$ cat config.mk
export PLATFORM = sky130hd
export DESIGN_NAME = pcm_ctrl
export DESIGN_NICKNAME = d
export VERILOG_FILES = /design/src/hw/rtl/pcm_pkg.sv /design/src/hw/rtl/pcm_ctrl.sv
export SDC_FILE = /design/constraint.sdc
export NUM_CORES = 1
export LEC_CHECK = 0
export ABC_AREA = 0
export BUFFER_PORTS_ARGS = -buffer_cell sky130_fd_sc_hd__buf_2
export CORE_ASPECT_RATIO = 1.25
export CORE_MARGIN = 3
export CORE_UTILIZATION = 35
export DETAILED_ROUTE_END_ITERATION = 6
export SLEW_MARGIN = 20
export SYNTH_ARGS = -nofsm -noshare
export SYNTH_HDL_FRONTEND = slang
export SYNTH_SLANG_ARGS = --single-unit
$ cat constraint.sdc
create_clock -name clk -period 2.4 [get_ports clk]
set_input_delay 0.24 -clock clk [delete_from_list [all_inputs] [get_ports clk]]
set_output_delay 0.24 -clock clk [all_outputs]
set_load 0.02 [all_outputs]
$ cat src/hw/rtl/pcm_pkg.sv
// ----------------------------------------------------------------------------
// pcm_pkg
// Shared types, constants and codes for the pixel cluster moments block.
// ----------------------------------------------------------------------------
package pcm_pkg;

  localparam int MAX_HITS    = 1024;
  localparam int COORD_BITS  = 8;
  localparam int CHARGE_BITS = 14;

  localparam int HCNT_W  = $clog2(MAX_HITS + 2);
  localparam int SUMQ_W  = 24;
  localparam int SUM1_W  = 32;
  localparam int SUM2_W  = 40;
  localparam int HALF2_W = SUM2_W / 2;

  localparam int MUL_STEPS  = 8;
  localparam int DIV_STEPS  = 80;
  localparam int SQRT_STEPS = 16;
  localparam int CNT_W      = $clog2(DIV_STEPS);

  localparam logic [7:0] GOOD_LIMIT_RESET = 8'd2;

  // Register byte addresses on the configuration port.
  localparam logic [2:0] ADDR_GOOD_WIDTH = 3'd0;

  // Steps of the finishing multiply sequence.
  localparam logic [2:0] MS_WXX_LO = 3'd0;
  localparam logic [2:0] MS_WXX_HI = 3'd1;
  localparam logic [2:0] MS_SX_SQ  = 3'd2;
  localparam logic [2:0] MS_WYY_LO = 3'd3;
  localparam logic [2:0] MS_WYY_HI = 3'd4;
  localparam logic [2:0] MS_SY_SQ  = 3'd5;
  localparam logic [2:0] MS_W_SQ   = 3'd6;
  localparam logic [2:0] MS_DEN    = 3'd7;

  typedef enum logic [3:0] {
    OP_NONE,
    OP_MUL,
    OP_DIV_LOAD,
    OP_DIV_STEP,
    OP_DIV_STORE,
    OP_SQRT_LOAD,
    OP_SQRT_STEP,
    OP_OUT_LOAD
  } op_t;

  typedef enum logic [1:0] {
    SEL_COL,
    SEL_ROW,
    SEL_SPREAD
  } div_sel_t;

  typedef struct packed {
    logic                    take;
    op_t                     op;
    logic [CNT_W-1:0]        cnt;
    div_sel_t                sel;
  } cmd_t;

  typedef struct packed {
    logic zero_charge;
  } status_t;

  typedef struct packed {
    logic [COORD_BITS-1:0]  hit_col;
    logic [COORD_BITS-1:0]  hit_row;
    logic [CHARGE_BITS-1:0] hit_charge;
    logic                   last_hit;
  } hit_t;

  typedef struct packed {
    logic [15:0] centroid_col;
    logic [15:0] centroid_row;
    logic [15:0] spread_rms;
    logic [7:0]  span_col;
    logic [7:0]  span_row;
    logic [7:0]  span_max;
    logic        is_good;
    logic        zero_charge;
    logic        too_many_hits;
  } result_t;

endpackage

$ cat src/hw/rtl/pcm_ctrl.sv
// ----------------------------------------------------------------------------
// pcm_ctrl
// Sequencer: accepts hits and walks the end-of-cluster arithmetic.
// ----------------------------------------------------------------------------
module pcm_ctrl (
  input  logic            clk,
  input  logic            rst_n,
  input  logic            in_valid,
  input  logic            in_last,
  output logic            in_stall,
  output logic            out_valid,
  input  logic            out_stall,
  input  pcm_pkg::status_t sts,
  output pcm_pkg::cmd_t   cmd
);
  import pcm_pkg::*;

  typedef enum logic [3:0] {
    ST_IDLE, ST_CHK, ST_MUL, ST_DLOAD, ST_DSTEP, ST_DSTORE,
    ST_SLOAD, ST_SSTEP, ST_OUT
  } state_t;

  state_t           state_r, state_nxt;
  logic [CNT_W-1:0] cnt_r, cnt_nxt;
  div_sel_t         sel_r, sel_nxt;
  logic             out_valid_r, out_valid_nxt;
  logic             take, load_out;

  assign take      = in_valid && (state_r == ST_IDLE);
  assign load_out  = (state_r == ST_OUT) && (!out_valid_r || !out_stall);
  assign in_stall  = (state_r != ST_IDLE);
  assign out_valid = out_valid_r;

  always_comb begin
    state_nxt     = state_r;
    cnt_nxt       = cnt_r;
    sel_nxt       = sel_r;
    out_valid_nxt = out_valid_r && out_stall;
    cmd.take      = take;
    cmd.op        = OP_NONE;
    cmd.cnt       = cnt_r;
    cmd.sel       = sel_r;
    case (state_r)
      ST_IDLE: begin
        if (take && in_last) begin
          state_nxt = ST_CHK;
        end
      end
      ST_CHK: begin
        cnt_nxt = '0;
        sel_nxt = SEL_COL;
        state_nxt = sts.zero_charge ? ST_OUT : ST_MUL;
      end
      ST_MUL: begin
        cmd.op = OP_MUL;
        if (cnt_r == CNT_W'(MUL_STEPS - 1)) begin
          cnt_nxt   = '0;
          state_nxt = ST_DLOAD;
        end else begin
          cnt_nxt = cnt_r + 1'b1;
        end
      end
      ST_DLOAD: begin
        cmd.op    = OP_DIV_LOAD;
        cnt_nxt   = '0;
        state_nxt = ST_DSTEP;
      end
      ST_DSTEP: begin
        cmd.op = OP_DIV_STEP;
        if (cnt_r == CNT_W'(DIV_STEPS - 1)) begin
          state_nxt = ST_DSTORE;
        end else begin
          cnt_nxt = cnt_r + 1'b1;
        end
      end
      ST_DSTORE: begin
        cmd.op = OP_DIV_STORE;
        case (sel_r)
          SEL_COL: begin
            sel_nxt   = SEL_ROW;
            state_nxt = ST_DLOAD;
          end
          SEL_ROW: begin
            sel_nxt   = SEL_SPREAD;
            state_nxt = ST_DLOAD;
          end
          default: begin
            state_nxt = ST_SLOAD;
          end
        endcase
      end
      ST_SLOAD: begin
        cmd.op    = OP_SQRT_LOAD;
        cnt_nxt   = '0;
        state_nxt = ST_SSTEP;
      end
      ST_SSTEP: begin
        cmd.op = OP_SQRT_STEP;
        if (cnt_r == CNT_W'(SQRT_STEPS - 1)) begin
          state_nxt = ST_OUT;
        end else begin
          cnt_nxt = cnt_r + 1'b1;
        end
      end
      ST_OUT: begin
        if (load_out) begin
          cmd.op        = OP_OUT_LOAD;
          out_valid_nxt = 1'b1;
          state_nxt     = ST_IDLE;
        end
      end
      default: begin
        state_nxt = ST_IDLE;
      end
    endcase
  end

  always_ff @(posedge clk) begin
    if (!rst_n) begin
      state_r     <= ST_IDLE;
      cnt_r       <= '0;
      sel_r       <= SEL_COL;
      out_valid_r <= 1'b0;
    end else begin
      state_r     <= state_nxt;
      cnt_r       <= cnt_nxt;
      sel_r       <= sel_nxt;
      out_valid_r <= out_valid_nxt;
    end
  end

endmodule

; ---- After elaboration in Yosys (flattened, before gate mapping)
; Index checks and enable logic that the tools add are counted.
[word_totals]
mem_bits_ro = 0
output_inout_bits = 16
register_bits = 14
mem_bits_rw = 0
latchBits = 0
memories = 0
[classes]
magnitude_cmp = 0
n_mux = 18
n_reduce_logical = 17
mul = 0
add_sub_neg = 1
n_eq_ne = 20
bitwise_logic = 0
shifts = 0
n_div = 0
[ops]
columns = operator, n
row1 = one-hot mux 4 bit (9 select lines), 1
row2 = one-hot mux 7 bit (4 select lines), 1
row3 = two-way mux 4 bit, 6
row4 = two-way mux 7 bit, 3
row5 = one-hot mux 3 bit (7 select lines), 1
row6 = "equality test 4 x 3 -> 1 bit, second input constant", 4
row7 = "inequality test 2 bit, second input constant", 6
row8 = "equality test 4 x 2 -> 1 bit, second input constant", 2
row9 = one-hot mux 2 bit (2 select lines), 2
row10 = nonzero test 4 bit, 2
row11 = "adder 7 x 1 -> 7 bit, second input constant", 1
row12 = "equality test 7 x 3 -> 1 bit, second input constant", 1
row13 = "equality test 7 x 4 -> 1 bit, second input constant", 1
row14 = "equality test 7 bit, second input constant", 1
row15 = two-way mux 3 bit, 2
row16 = AND reduction 5 bit, 1
row17 = "equality test 4 x 1 -> 1 bit, second input constant", 1
row18 = "equality test 4 bit, second input constant", 1
row19 = logical AND 1 bit, 4
row20 = logical NOT 4 bit, 1
row21 = "inequality test 3 bit, second input constant", 1
row22 = AND reduction 3 bit, 1
row23 = OR reduction 3 bit, 1
row24 = "equality test 2 x 1 -> 1 bit, second input constant", 1
row25 = 8 further kinds, 10

; ---- Longest topological paths before layout
; Gate-level depths: netlist of the first run.
[depth]
depth_word = 5
depth_mapped = 6
ltp_nobuf = 6

; ---- Least setup slack after synthesis of the first run
; No wires, ideal clock.
[synth_timing]
kind = register to register
start = register cnt_r[0]
end = register cnt_r[3]
path_stages_with_launch = 7
slack_ps = 578
setup_ps = 122
arrival_ps = 1700
cell_sequence = dfxtp_1 > ha_1 > and4b_4 > a311o_1 > a31o_2 > o211ai_1 > o21ai_1
[synth_between]
elab_chain_cells = 3
[synth_rtl]
columns = item, line_no
row1 = start: declaration, pcm_ctrl.sv:24  ; logic [CNT_W-1:0] cnt_r, cnt_nxt;
row2 = start signal: assignment, pcm_ctrl.sv:126  ; cnt_r <= cnt_nxt;
row3 = adder 7 x 1 -> 7 bit (tied with other cells), "pcm_ctrl.sv:60, pcm_ctrl.sv:73, pcm_ctrl.sv:102"
row4 = two-way mux 7 bit (tied with other cells), pcm_ctrl.sv:99  ; if (cnt_r == CNT_W'(SQRT_STEPS - 1)) begin
row5 = one-hot mux 7 bit (4 select lines) / AND reduction 3 bit (equally long branches), -
; Parallel ways exist; a longest one is shown, timed or not. The select of a mux whose other input is x is not followed.
; A chain may end at the register's enable or synchronous reset.

==> summary.md, run 1 <==
| Metric | Value |
|---|---|
| Run status | `finished, final reports clean` |
| Cell at the root of the clock tree | `sky130_fd_sc_hd__clkbuf_4` |
| Number of hold buffers added after CTS | `0` |
| Total stage count of the critical path | `5` |
| 1st-iter DRT viols | `26` |
| Total Die Area | `between 3000 and 4000 um^2` |
| Detail-routed via count per cell | `5.60` |
| Area added between synthesis and finish | `13.9%` |
| Highest cell delay on the worst timing path | `0.67 ns` |
| Net count of the mapped netlist | `140` |
| Critical Path Sink | `cmd[11]` |
| Mapped Avg Cell Area | `7.71 um^2` |
| Clock sink total | `14` |
| Detail Placement HPWL | `1.71 mm` |
| Number of antenna-violating nets in the routed design | `0` |
| Die H | `between 60 and 70 um` |
| Busiest layer in global routing | `met2` |
| CP cell instances | `inv_1, nor2_1, nand3_1, o21ai_0, buf_2` |
| Per-cell routed wire length | `between 10 and 15 um` |
| Reg2Reg Capture Point | `cnt_r[3]$_SDFFE_PN0P_` |
| First drt pass iteration count | `4` |
| RSZ-0062 raised after global routing | `no` |
| Wire length of the first global-routing pass | `3.97 mm` |
| Standard cell core area | `2730 um^2` |
| Floorplan row count | `21` |
| Number of instances in the synthesized netlist | `133` |
| Via count of the first global-routing pass | `between 800 and 900` |
| Total count of max-transition violations in the final report | `0` |
| Number of setup buffers added after CTS | `0` |
| Residual overflow from global routing | `0` |
| Clock insertion delay at the later pin of the skew report | `0.28 ns` |
| Total GRT Usage | `between 10 and 15%` |
| IO Port Bufs | `20` |
| CP bufs+invs | `2` |
| CP top delay family | `flip-flops` |
| Cell types occupying the most area after synthesis | `sky130_fd_sc_hd__dfxtp_1 27%, sky130_fd_sc_hd__nand3_1 5.4%, sky130_fd_sc_hd__nand2_1 5.1%` |
| Final nets | `157` |
| Sequential element share of the synthesized area | `a little over a quarter` |
| Met2 usage in global routing | `25.3%` |
| Total length of routed wires | `between 2 and 2.5 mm` |
| Final critical-path required period | `2.07 ns` |
| Width of the die | `54.4 um` |
| Placer Congestion | `0.845` |
| Post-CTS Resized | `0` |
| Setup TNS | `0 ns` |
| Effective utilization at floorplan | `37.5%` |
| Number of endpoints failing setup at the final stage | `0` |
| Fraction of the cycle the final worst path needs | `86.3%` |
| Share of final-layout standard cells stronger than drive strength 1 | `between 20% and 30%` |
| Worst slew margin relative to its limit | `62.8%` |
| Startpoint of the worst setup timing path | `state_r[3]$_SDFFE_PN0P_` |
| Total CTS buffers | `3` |
| Antenna cells | `0` |
| Required time at the endpoint of the critical path | `2.16 ns` |
| Worst Hold Slack | `0.307 ns` |
| Maximum Capacitance Violations | `0` |
| Met1 capacity usage during global routing | `17.5%` |
| Path class of the lowest-slack min-delay path | `in -> reg` |
| IR drop worst, VDD | `442 uV` |
| Maximum number of pins on one net before global-route repair | `21` |
| Leakage power | `0.449 nW` |
| Sort of element at the end of the critical path | `output pin` |
| Flip-flop and latch count after synthesis | `14` |
| Clock-pin slew of the registers on the worst-case setup and hold paths | `0.08 ns` |
| Post-synth top area share | `a little over a quarter` |
| Crit path kind | `reg -> out` |
| Antenna violations before repair | `0` |
| Max Clk Rate | `about 480 MHz` |
| Worst reg-to-reg setup slack | `0.54 ns` |
| Endpoint arrival time on the critical path | `1.83 ns` |
| Count of cell types in the netlist | `40` |
| Ratio of total power to cell area | `1070 nW/um^2` |
| Combined area of all synthesized cells | `1030 um^2` |
| Total number of vias | `between 1,000 and 1,500` |
| Max Clock Skew | `0.0108 ns` |
| TritonCTS clock tree | `done` |
| Source of the worst register-to-register timing path | `cnt_r[0]$_SDFFE_PN0P_` |
| Count of final hold-check violations | `0` |
| Leading area contributor after synthesis | `sky130_fd_sc_hd__dfxtp_1` |
| Slowest-stage cell, CP | `sky130_fd_sc_hd__dfxtp_1` |
| Number of H-tree levels | `1` |
| Yosys Warn Count | `0` |
| Largest fanout of any net on the critical path | `14` |
| Count of boundary I/O pins | `22` |
| Fill count | `290` |
| Worst Max-Slew Pin Slew | `0.557 ns` |
| Met3 track demand over resource in global routing | `2.01%` |
| Setup crit start kind | `flip-flop` |
| Maximum clock path buffer count | `2` |
| Number of remaining DRC errors | `0` |
| Worst-case reg-to-reg path depth | `6` |
## report_power, final
group	internal, mW	switching (mW)	leakage [nW]	total [mW]
Sequential	0.274	0.0919	0.114	0.366
Combinational	0.274	0.437	0.315	0.711
Clock	0.0922	0.0784	0.0210	0.171
Total	0.640	0.607	0.449	1.25
## Yosys cell counts
cell and number:
sky130_fd_sc_hd__nor3_1 5, sky130_fd_sc_hd__o311ai_2 1, sky130_fd_sc_hd__o21ai_0 7, sky130_fd_sc_hd__nand3_1 11, sky130_fd_sc_hd__or3b_1 1, sky130_fd_sc_hd__o211ai_1 5
sky130_fd_sc_hd__a21boi_1 2, sky130_fd_sc_hd__nand2b_1 4, sky130_fd_sc_hd__mux2i_1 3, sky130_fd_sc_hd__or3b_2 2, sky130_fd_sc_hd__dfxtp_1 14, sky130_fd_sc_hd__clkbuf_1 5
sky130_fd_sc_hd__a31o_2 1, sky130_fd_sc_hd__conb_1 1, sky130_fd_sc_hd__o22ai_1 2, sky130_fd_sc_hd__a21boi_0 2, sky130_fd_sc_hd__inv_1 4, sky130_fd_sc_hd__o32ai_2 1
sky130_fd_sc_hd__or2_2 1, sky130_fd_sc_hd__a2bb2oi_1 1, sky130_fd_sc_hd__a211o_1 1, sky130_fd_sc_hd__nor2_1 8, sky130_fd_sc_hd__buf_2 2, sky130_fd_sc_hd__o31ai_1 2
sky130_fd_sc_hd__and2_1 1, sky130_fd_sc_hd__and4b_4 1, sky130_fd_sc_hd__a311o_1 1, sky130_fd_sc_hd__ha_1 1, sky130_fd_sc_hd__a2111oi_4 1, sky130_fd_sc_hd__o21ai_1 3
sky130_fd_sc_hd__and3_1 3, sky130_fd_sc_hd__nand3b_1 2, sky130_fd_sc_hd__nand4b_1 2, sky130_fd_sc_hd__a31oi_4 1, sky130_fd_sc_hd__nor2b_1 4, sky130_fd_sc_hd__nand2_1 14
sky130_fd_sc_hd__nor3b_1 1, sky130_fd_sc_hd__o2111ai_1 1, sky130_fd_sc_hd__buf_4 2, sky130_fd_sc_hd__a21oi_1 9
## worst min-delay path: stages
cell and delay (ns):
sky130_fd_sc_hd__buf_2 0.10, sky130_fd_sc_hd__nand2_1 0.11, sky130_fd_sc_hd__a21boi_0 0.09
## placed cells by master (no fill, tap or decap), types with 3 or more instances in the layout
| cell type | synthesis | final |
|---|---|---|
| sky130_fd_sc_hd__inv_1 | 4 | 4 |
| sky130_fd_sc_hd__nor3_1 | 5 | 5 |
| sky130_fd_sc_hd__o21ai_0 | 7 | 7 |
| sky130_fd_sc_hd__a21oi_1 | 9 | 9 |
| sky130_fd_sc_hd__buf_2 | 2 | 20 |
| sky130_fd_sc_hd__nand3_1 | 11 | 11 |
| sky130_fd_sc_hd__o21ai_1 | 3 | 3 |
| sky130_fd_sc_hd__clkbuf_4 | 0 | 3 |
| sky130_fd_sc_hd__mux2i_1 | 3 | 3 |
| sky130_fd_sc_hd__nand2_1 | 14 | 14 |
| sky130_fd_sc_hd__nand2b_1 | 4 | 4 |
| sky130_fd_sc_hd__o211ai_1 | 5 | 5 |
| sky130_fd_sc_hd__dfxtp_1 | 14 | 14 |
| sky130_fd_sc_hd__nor2b_1 | 4 | 4 |
| sky130_fd_sc_hd__nor2_1 | 8 | 8 |
| sky130_fd_sc_hd__and3_1 | 3 | 3 |
## registers in the layout, indices dropped and copies added (netlist names)
name and flops:
cnt_r 7, state_r 4, sel_r 2, out_valid 1
## layout make-up
| cell class | count | area (um^2) | area share, % |
|---|---|---|---|
| multi-input combinational | 106 | 687 | 58.8 |
| sequential | 14 | 280 | 24.0 |
| timing repair buffer | 21 | 108 | 9.21 |
| tap | 34 | 42.5 | 3.64 |
| clock buffer | 4 | 36.3 | 3.10 |
| inverter | 4 | 15.0 | 1.28 |
## logic make-up after synthesis
| group | count (synthesis) | synth area share (%) |
|---|---|---|
| compound gates | 41 | 30.9 |
| fa+ha+maj | 1 | 1.22 |
| buf+inv | 13 | 5.73 |
| flops | 14 | 27.3 |
| mux | 3 | 2.93 |
| other cells | 1 | 0.366 |
| simple gates | 60 | 31.6 |
## through the flow
step                      cell area (um^2)  worst slack, ns  instances  power (mW)  util (%)
final                                 1170            0.329        183        1.25      42.8
after global routing                  1170            0.183        183        1.35      42.8
after CTS                             1170            0.347        183        1.26      42.8
after detailed placement              1130            0.570        179        1.08      41.4
after global placement                1130            0.573        179        1.08      41.4
after floorplan                       1030            0.578        133       0.916         -
## worst min-delay path by stage
stage,start,end,slack (ns),depth (start not counted)
2_1_floorplan,out_stall,out_valid$_SDFF_PN0_,0.45,2
3_3_place_gp,cnt_r[1]$_SDFFE_PN0P_,cnt_r[1]$_SDFFE_PN0P_,0.48,2
3_5_place_dp,cnt_r[1]$_SDFFE_PN0P_,cnt_r[1]$_SDFFE_PN0P_,0.47,2
4_1_cts,out_stall,out_valid$_SDFF_PN0_,0.30,3
5_1_grt,out_stall,out_valid$_SDFF_PN0_,0.33,3
6_report,out_stall,out_valid$_SDFF_PN0_,0.31,3
## routing by layer
layer | wire length (um) | up-vias
met4 | 16 | 0
met2 | 1220 | 28
met5 | 0 | -
met1 | 1010 | 478
li1 | - | 517
met3 | 132 | 2
(Power assumes the default switching activity.)
==> run 2: changes to the inputs <==
--- a/config.mk
+++ b/config.mk
@@ -6,11 +6,12 @@
 export NUM_CORES = 1
 export LEC_CHECK = 0
 export ABC_AREA = 0
-export BUFFER_PORTS_ARGS = -buffer_cell sky130_fd_sc_hd__buf_2
+export BUFFER_PORTS_ARGS = -buffer_cell sky130_fd_sc_hd__buf_4
 export CORE_ASPECT_RATIO = 1.25
 export CORE_MARGIN = 3
-export CORE_UTILIZATION = 35
+export CORE_UTILIZATION = 53
 export DETAILED_ROUTE_END_ITERATION = 6
+export PLACE_DENSITY = 0.78
 export SLEW_MARGIN = 20
 export SYNTH_ARGS = -nofsm -noshare
 export SYNTH_HDL_FRONTEND = slang
==> run 2 against run 1 <==
  * Worst setup slack improved by 0.12 ns
  * Clock skew decreased by 0.0084 ns
  * Clock-buffer cell count is 1 lower
  * Critical path depth did not move
  * First-iteration DRC count down 65%
  * Critical path type unchanged
  * Critical endpoint is now cmd[10]
  * Clock power shrank 24%
  * Total power down 0.33%
  * Core utilization grew 23 points
  * Non-clock buffer count is 1 higher
  * Sequential share of layout area decreased by 0.50 points
==> summary.md, run 2 (synthesis results as in run 1) <==
| Metric | Value |
|---|---|
| Final core area utilization | `approximately two thirds` |
| Hold path cells | `3` |
| Width of the die | `45.4 um` |
| Maximum number of pins on one net before global-route repair | `21` |
| Via count of the first global-routing pass | `between 900 and 1,000` |
| Placer Congestion | `0.855` |
| TritonCTS clock tree | `done` |
| Worst Max-Slew Pin Slew | `0.510 ns` |
| Count of final hold-check violations | `0` |
| Residual overflow from global routing | `0` |
| Most common cell after layout, fill and taps aside | `sky130_fd_sc_hd__buf_4` |
| Run status | `finished, final reports clean` |
| Total Die Area | `2500 um^2` |
| Crit path kind | `reg -> out` |
| Per-cell routed wire length | `14.6 um` |
| Total placed cells including tap cells | `165` |
| 1st-iter DRT viols | `9` |
| Number of hold buffers added after CTS | `0` |
| Floorplan row count | `17` |
| Largest fanout of any net on the critical path | `14` |
| Share of final-layout standard cells stronger than drive strength 1 | `22.8%` |
| Final cell count without fillers | `168` |
| Count of boundary I/O pins | `22` |
| Number of H-tree levels | `1` |
| Wire length of the first global-routing pass | `slightly below 4 mm` |
| Clock-pin slew of the registers on the worst-case setup and hold paths | `about 0.08 ns` |
| Max Clk Rate | `511 MHz` |
| RSZ-0062 raised after global routing | `no` |
| Flip-flop count of the largest register after layout | `7` |
| Number of antenna-violating nets in the routed design | `0` |
| Largest registers | `cnt_r (7), state_r (4), sel_r (2)` |
| Total CTS buffers | `3` |
| Clock sink total | `14` |
| Leakage power | `0.453 nW` |
| Clock insertion delay at the later pin of the skew report | `0.28 ns` |
| Final nets | `between 150 and 200` |
| Antenna cells | `0` |
| Total count of max-transition violations in the final report | `0` |
| IR drop worst, VDD | `498 uV` |
| Worst Hold Slack | `~0.30 ns` |
| Post-CTS Resized | `0` |
| Sort of element at the end of the critical path | `output pin` |
| Pre-CTS setup slack | `0.569 ns` |
| Critical Path Sink | `cmd[10]` |
| Path class of the lowest-slack min-delay path | `in -> reg` |
| Total number of vias | `1,030` |
| Detail Placement HPWL | `1.85 mm` |
| Setup TNS | `0 ns` |
| Reg2Reg Capture Point | `cnt_r[2]$_SDFFE_PN0P_` |
| Number of endpoints failing setup at the final stage | `0` |
| Fraction of the cycle the final worst path needs | `about 80%` |
| First drt pass iteration count | `4` |
| Detail-routed via count per cell | `6.13` |
| Standard cell core area | `around 1800 um^2` |
| Largest register by flop count | `cnt_r` |
| Number of setup buffers added after CTS | `0` |
| Endpoint arrival time on the critical path | `1.72 ns` |
| Source of the worst register-to-register timing path | `cnt_r[0]$_SDFFE_PN0P_` |
| IO Port Bufs | `20` |
| Max Clock Skew | `0.00243 ns` |
| Total length of routed wires | `~2.5 mm` |
| Worst reg-to-reg setup slack | `approximately 0.56 ns` |
| Total GRT Usage | `20.9%` |
| Ratio of total power to cell area | `roughly 1000 nW/um^2` |
| Post-route worst setup slack | `0.444 ns` |
| Effective utilization at floorplan | `56.7%` |
| Setup crit start kind | `flip-flop` |
| Die H | `55.2 um` |
| Final critical-path required period | `between 1.5 and 2 ns` |
| Startpoint of the worst setup timing path | `state_r[3]$_SDFFE_PN0P_` |
| Required time at the endpoint of the critical path | `2.16 ns` |
| Area added between synthesis and finish | `16.3%` |
| Worst-case reg-to-reg path depth | `6` |
| Cell at the root of the clock tree | `sky130_fd_sc_hd__clkbuf_4` |
| Antenna violations before repair | `0` |
| Most frequent cells in the layout | `22 x sky130_fd_sc_hd__buf_4, 14 x sky130_fd_sc_hd__nand2_1, 14 x sky130_fd_sc_hd__dfxtp_1` |
| Worst slew margin relative to its limit | `65.9%` |
| Maximum clock path buffer count | `2` |
| Maximum Capacitance Violations | `0` |
| Number of remaining DRC errors | `0` |
run 2: changes by cell type in the layout (fill, tap and decap cells not counted):
cell	before	now
sky130_fd_sc_hd__buf_4	1	22
sky130_fd_sc_hd__buf_2	20	0
sky130_fd_sc_hd__clkbuf_8	1	0
run 2: layout make-up:
| cell class | count | area, um^2 |
|---|---|---|
| Sequential cell | 14 | 280 |
| Tap cell | 19 | 23.8 |
| Fill cell | 176 | 614 |
| Timing Repair Buffer | 22 | 165 |
| Inverter | 4 | 15.0 |
| Clock buffer | 3 | 22.5 |
| Multi-Input combinational cell | 106 | 687 |
run 2: worst min-delay path by stage:
| stage | startpoint | endpoint | slack, ns |
|---|---|---|---|
| finish | rst_n | state_r[3]$_SDFFE_PN0P_ | 0.30 |
| global route | rst_n | state_r[3]$_SDFFE_PN0P_ | 0.31 |
| CTS | rst_n | state_r[3]$_SDFFE_PN0P_ | 0.30 |
| detailed placement | cnt_r[1]$_SDFFE_PN0P_ | cnt_r[1]$_SDFFE_PN0P_ | 0.48 |
| global placement | cnt_r[1]$_SDFFE_PN0P_ | cnt_r[1]$_SDFFE_PN0P_ | 0.47 |
| floorplan | out_stall | out_valid$_SDFF_PN0_ | 0.45 |
run 2: power by group:
part           leakage, nW  internal [mW]  switching [mW]
sequential           0.114          0.274          0.0813
clock               0.0138         0.0583          0.0720
combinational        0.325          0.316           0.443
run 2: worst max-delay path: stages, from the launching register on:
cell and delay (ns):
sky130_fd_sc_hd__dfxtp_1 0.65, sky130_fd_sc_hd__inv_1 0.23, sky130_fd_sc_hd__nor2_1 0.19, sky130_fd_sc_hd__nand3_1 0.10, sky130_fd_sc_hd__o21ai_0 0.10, sky130_fd_sc_hd__buf_4 0.17
run 2: layer usage:
layer / vias up / track usage, % / wire length (um)
li1: 526 / - / -
met5: - / 0 / 0
met4: 0 / 8.78 / 43
met3: 4 / 1.94 / 103
met2: 28 / 40.3 / 1300
met1: 472 / 22.8 / 1010
run 2: stage by stage:
stage / total power [mW] / cell area, um^2
floorplan: 0.916 / 1030
global placement: 1.10 / 1170
detailed placement: 1.12 / 1170
CTS: 1.26 / 1190
global route: 1.35 / 1190
finish: 1.24 / 1190
==> run 3: changes to the inputs <==
--- a/config.mk
+++ b/config.mk
@@ -9,9 +9,9 @@
 export BUFFER_PORTS_ARGS = -buffer_cell sky130_fd_sc_hd__buf_4
 export CORE_ASPECT_RATIO = 1.25
 export CORE_MARGIN = 3
-export CORE_UTILIZATION = 53
+export CORE_UTILIZATION = 48
 export DETAILED_ROUTE_END_ITERATION = 6
-export PLACE_DENSITY = 0.78
+export PLACE_DENSITY = 0.74
 export SLEW_MARGIN = 20
 export SYNTH_ARGS = -nofsm -noshare
 export SYNTH_HDL_FRONTEND = slang
==> constraint.sdc (replaced) <==
create_clock -name clk -period 1.7 [get_ports clk]
set_input_delay 0.17 -clock clk [delete_from_list [all_inputs] [get_ports clk]]
set_output_delay 0.17 -clock clk [all_outputs]
set_load 0.02 [all_outputs]
==> run 3 against run 2 <==
  * Global-route usage rose by 2.0 points
  * Clock power rose by 90%
  * Via count rose by 8.7%
  * Clock skew barely moved
  * Cell count rose by 8.3%
  * Worst setup slack got worse by 0.41 ns
  * Cell area rose by 14%
  * Clock-buffer cell count rose by 1
  * Die area rose by 9.1%
  * First-iteration DRC count rose to 4.4 times the previous value
  * Wire length rose by 14%
  * Largest power group unchanged
==> summary.md, run 3 (synthesis results as in run 1) <==
| Metric | Value |
|---|---|
| Run status | `finished, final reports clean` |
| Total CTS buffers | `3` |
| Post-route worst setup slack | `0.0333 ns` |
| Number of remaining DRC errors | `0` |
| Total number of vias | `1,120` |
| Summed area of non-filler cells in the final layout | `~1400 um^2` |
| Most common cell after layout, fill and taps aside | `sky130_fd_sc_hd__buf_4` |
| Total Die Area | `2730 um^2` |
| Clock sink total | `14` |
| Startpoint of the worst setup timing path | `cnt_r[1]$_SDFFE_PN0P_` |
| Effective utilization at floorplan | `51.2%` |
| Leakage power | `around 0.54 nW` |
| Maximum Capacitance Violations | `0` |
| Crit path kind | `reg -> reg` |
| Clock insertion delay at the later pin of the skew report | `0.28 ns` |
| Via count of the first global-routing pass | `roughly 1,100` |
| Width of the die | `47.4 um` |
| Max Clock Skew | `0.00243 ns` |
| Share of final-layout standard cells stronger than drive strength 1 | `38.3%` |
| Detail Placement HPWL | `1.94 mm` |
| Antenna violations before repair | `0` |
| Placer Congestion | `0.848` |
| Fill count | `161` |
| Maximum number of pins on one net before global-route repair | `21` |
| Sort of element at the end of the critical path | `flip-flop` |
| Total length of routed wires | `2.81 mm` |
| Pre-CTS setup slack | `slightly below 0.01 ns` |
| Ratio of total power to cell area | `1510 nW/um^2` |
| Flip-flop count of the largest register after layout | `7` |
| Number of endpoints failing setup at the final stage | `0` |
| Count of final hold-check violations | `0` |
| Maximum clock path buffer count | `2` |
| Hold path cells | `3` |
| Standard cell core area | `2000 um^2` |
| First drt pass iteration count | `5` |
| Largest register by flop count | `cnt_r` |
| Hold Startpoint | `rst_n` |
| Clock-pin slew of the registers on the worst-case setup and hold paths | `~0.09 ns` |
| Most frequent cells in the layout | `34 x sky130_fd_sc_hd__buf_4, 13 x sky130_fd_sc_hd__nand2_1, 11 x sky130_fd_sc_hd__nand3_1` |
| Required time at the endpoint of the critical path | `1.88 ns` |
| Setup crit start kind | `flip-flop` |
| Number of H-tree levels | `1` |
| RSZ-0062 raised after global routing | `yes` |
| Area taken by flip-flops and latches | `a little under 300 um^2` |
| Fraction of the cycle the final worst path needs | `98.0%` |
| Total GRT Usage | `roughly 23%` |
| Endpoint arrival time on the critical path | `1.84 ns` |
| Max Clk Rate | `roughly 600 MHz` |
| TritonCTS clock tree | `done` |
| Residual overflow from global routing | `0` |
| IO Port Bufs | `20` |
| Final critical-path required period | `1.67 ns` |
| Source of the worst register-to-register timing path | `cnt_r[1]$_SDFFE_PN0P_` |
| Worst-case reg-to-reg path depth | `6` |
| Area occupied by multi-input gates | `737 um^2` |
| Total cell area at the placement stage | `1240 um^2` |
| Path class of the lowest-slack min-delay path | `in -> reg` |
| Per-cell routed wire length | `15.4 um` |
| Area added between synthesis and finish | `32.4%` |
| Number of hold buffers added after CTS | `0` |
| IR drop worst, VDD | `795 uV` |
| Cell at the root of the clock tree | `sky130_fd_sc_hd__clkbuf_4` |
| Total count of max-transition violations in the final report | `0` |
| Wire length of the first global-routing pass | `4.65 mm` |
| Final nets | `170` |
| Count of boundary I/O pins | `22` |
| Setup TNS | `0 ns` |
| Largest registers | `cnt_r (7), state_r (4), sel_r (2)` |
| Number of antenna-violating nets in the routed design | `0` |
| 1st-iter DRT viols | `40` |
| Detail-routed via count per cell | `6.15` |
| Antenna cells | `0` |
| Tot Pwr | `a little over 2 mW` |
| Die H | `57.7 um` |
| Floorplan row count | `18` |
| Largest fanout of any net on the critical path | `6` |
## run 3: cell count changes in the layout (fill, tap and decap cells not counted), moves of 2 or more
cell / delta
sky130_fd_sc_hd__buf_4: +12
sky130_fd_sc_hd__nor2_1: -2
sky130_fd_sc_hd__dfxtp_1: -8
sky130_fd_sc_hd__dfxtp_2: +8
## run 3: power by group
group | total [mW] | internal (mW) | switching (mW)
Combinational | 1.34 | 0.584 | 0.754
Clock | 0.247 | 0.130 | 0.117
Sequential | 0.469 | 0.394 | 0.0748
Total | 2.05 | 1.11 | 0.945
## run 3: per-stage QoR
step / cells / hold WS (ns) / utilization, %
final: 182 / 0.213 / 67.8
after global routing: 182 / 0.221 / 67.8
after CTS: 182 / 0.212 / 66.1
after detailed placement: 175 / 0.524 / 62.1
after global placement: 175 / 0.486 / 62.1
after floorplan: 133 / 0.385 / -
## run 3: metal layers
| layer | global-route usage [%] | routed length, um |
|---|---|---|
| met5 | 0 | 0 |
| met4 | 12.6 | 69 |
| met2 | 38.5 | 1500 |
| met1 | 25.3 | 1080 |
| met3 | 4.97 | 164 |
## run 3: critical path, stage by stage, from the launching register on
cell                       delay [ns]
sky130_fd_sc_hd__dfxtp_2         0.35
sky130_fd_sc_hd__ha_4            0.16
sky130_fd_sc_hd__and4b_4         0.20
sky130_fd_sc_hd__a311o_1         0.32
sky130_fd_sc_hd__a31o_4          0.27
sky130_fd_sc_hd__o211ai_1        0.17
sky130_fd_sc_hd__o21ai_1         0.09
## run 3: area by class of cell
class	instances	area share (%)
Timing Repair Buffer	34	18.8
Tap cell	20	1.84
Inverter	4	1.10
Multi-Input combinational cell	106	54.2
Clock buffer	4	2.67
Sequential cell	14	21.4
## run 3: path summary, 6_finish.rpt
path	slack (ns)	endpoint
hold reg to reg	0.54	cnt_r[4]$_SDFFE_PN0P_
setup reg to reg	0.03	cnt_r[3]$_SDFFE_PN0P_
hold / removal	0.21	state_r[3]$_SDFFE_PN0P_
setup / recovery	0.03	cnt_r[3]$_SDFFE_PN0P_
## run 3: what timing repair did
action,in CTS,in global routing
cloned,0,0
resized for setup,3,13
pin swaps,4,7
endpoints found under the setup margin,2,13
hold endpoints to repair,0,0
buffers inserted,3,0
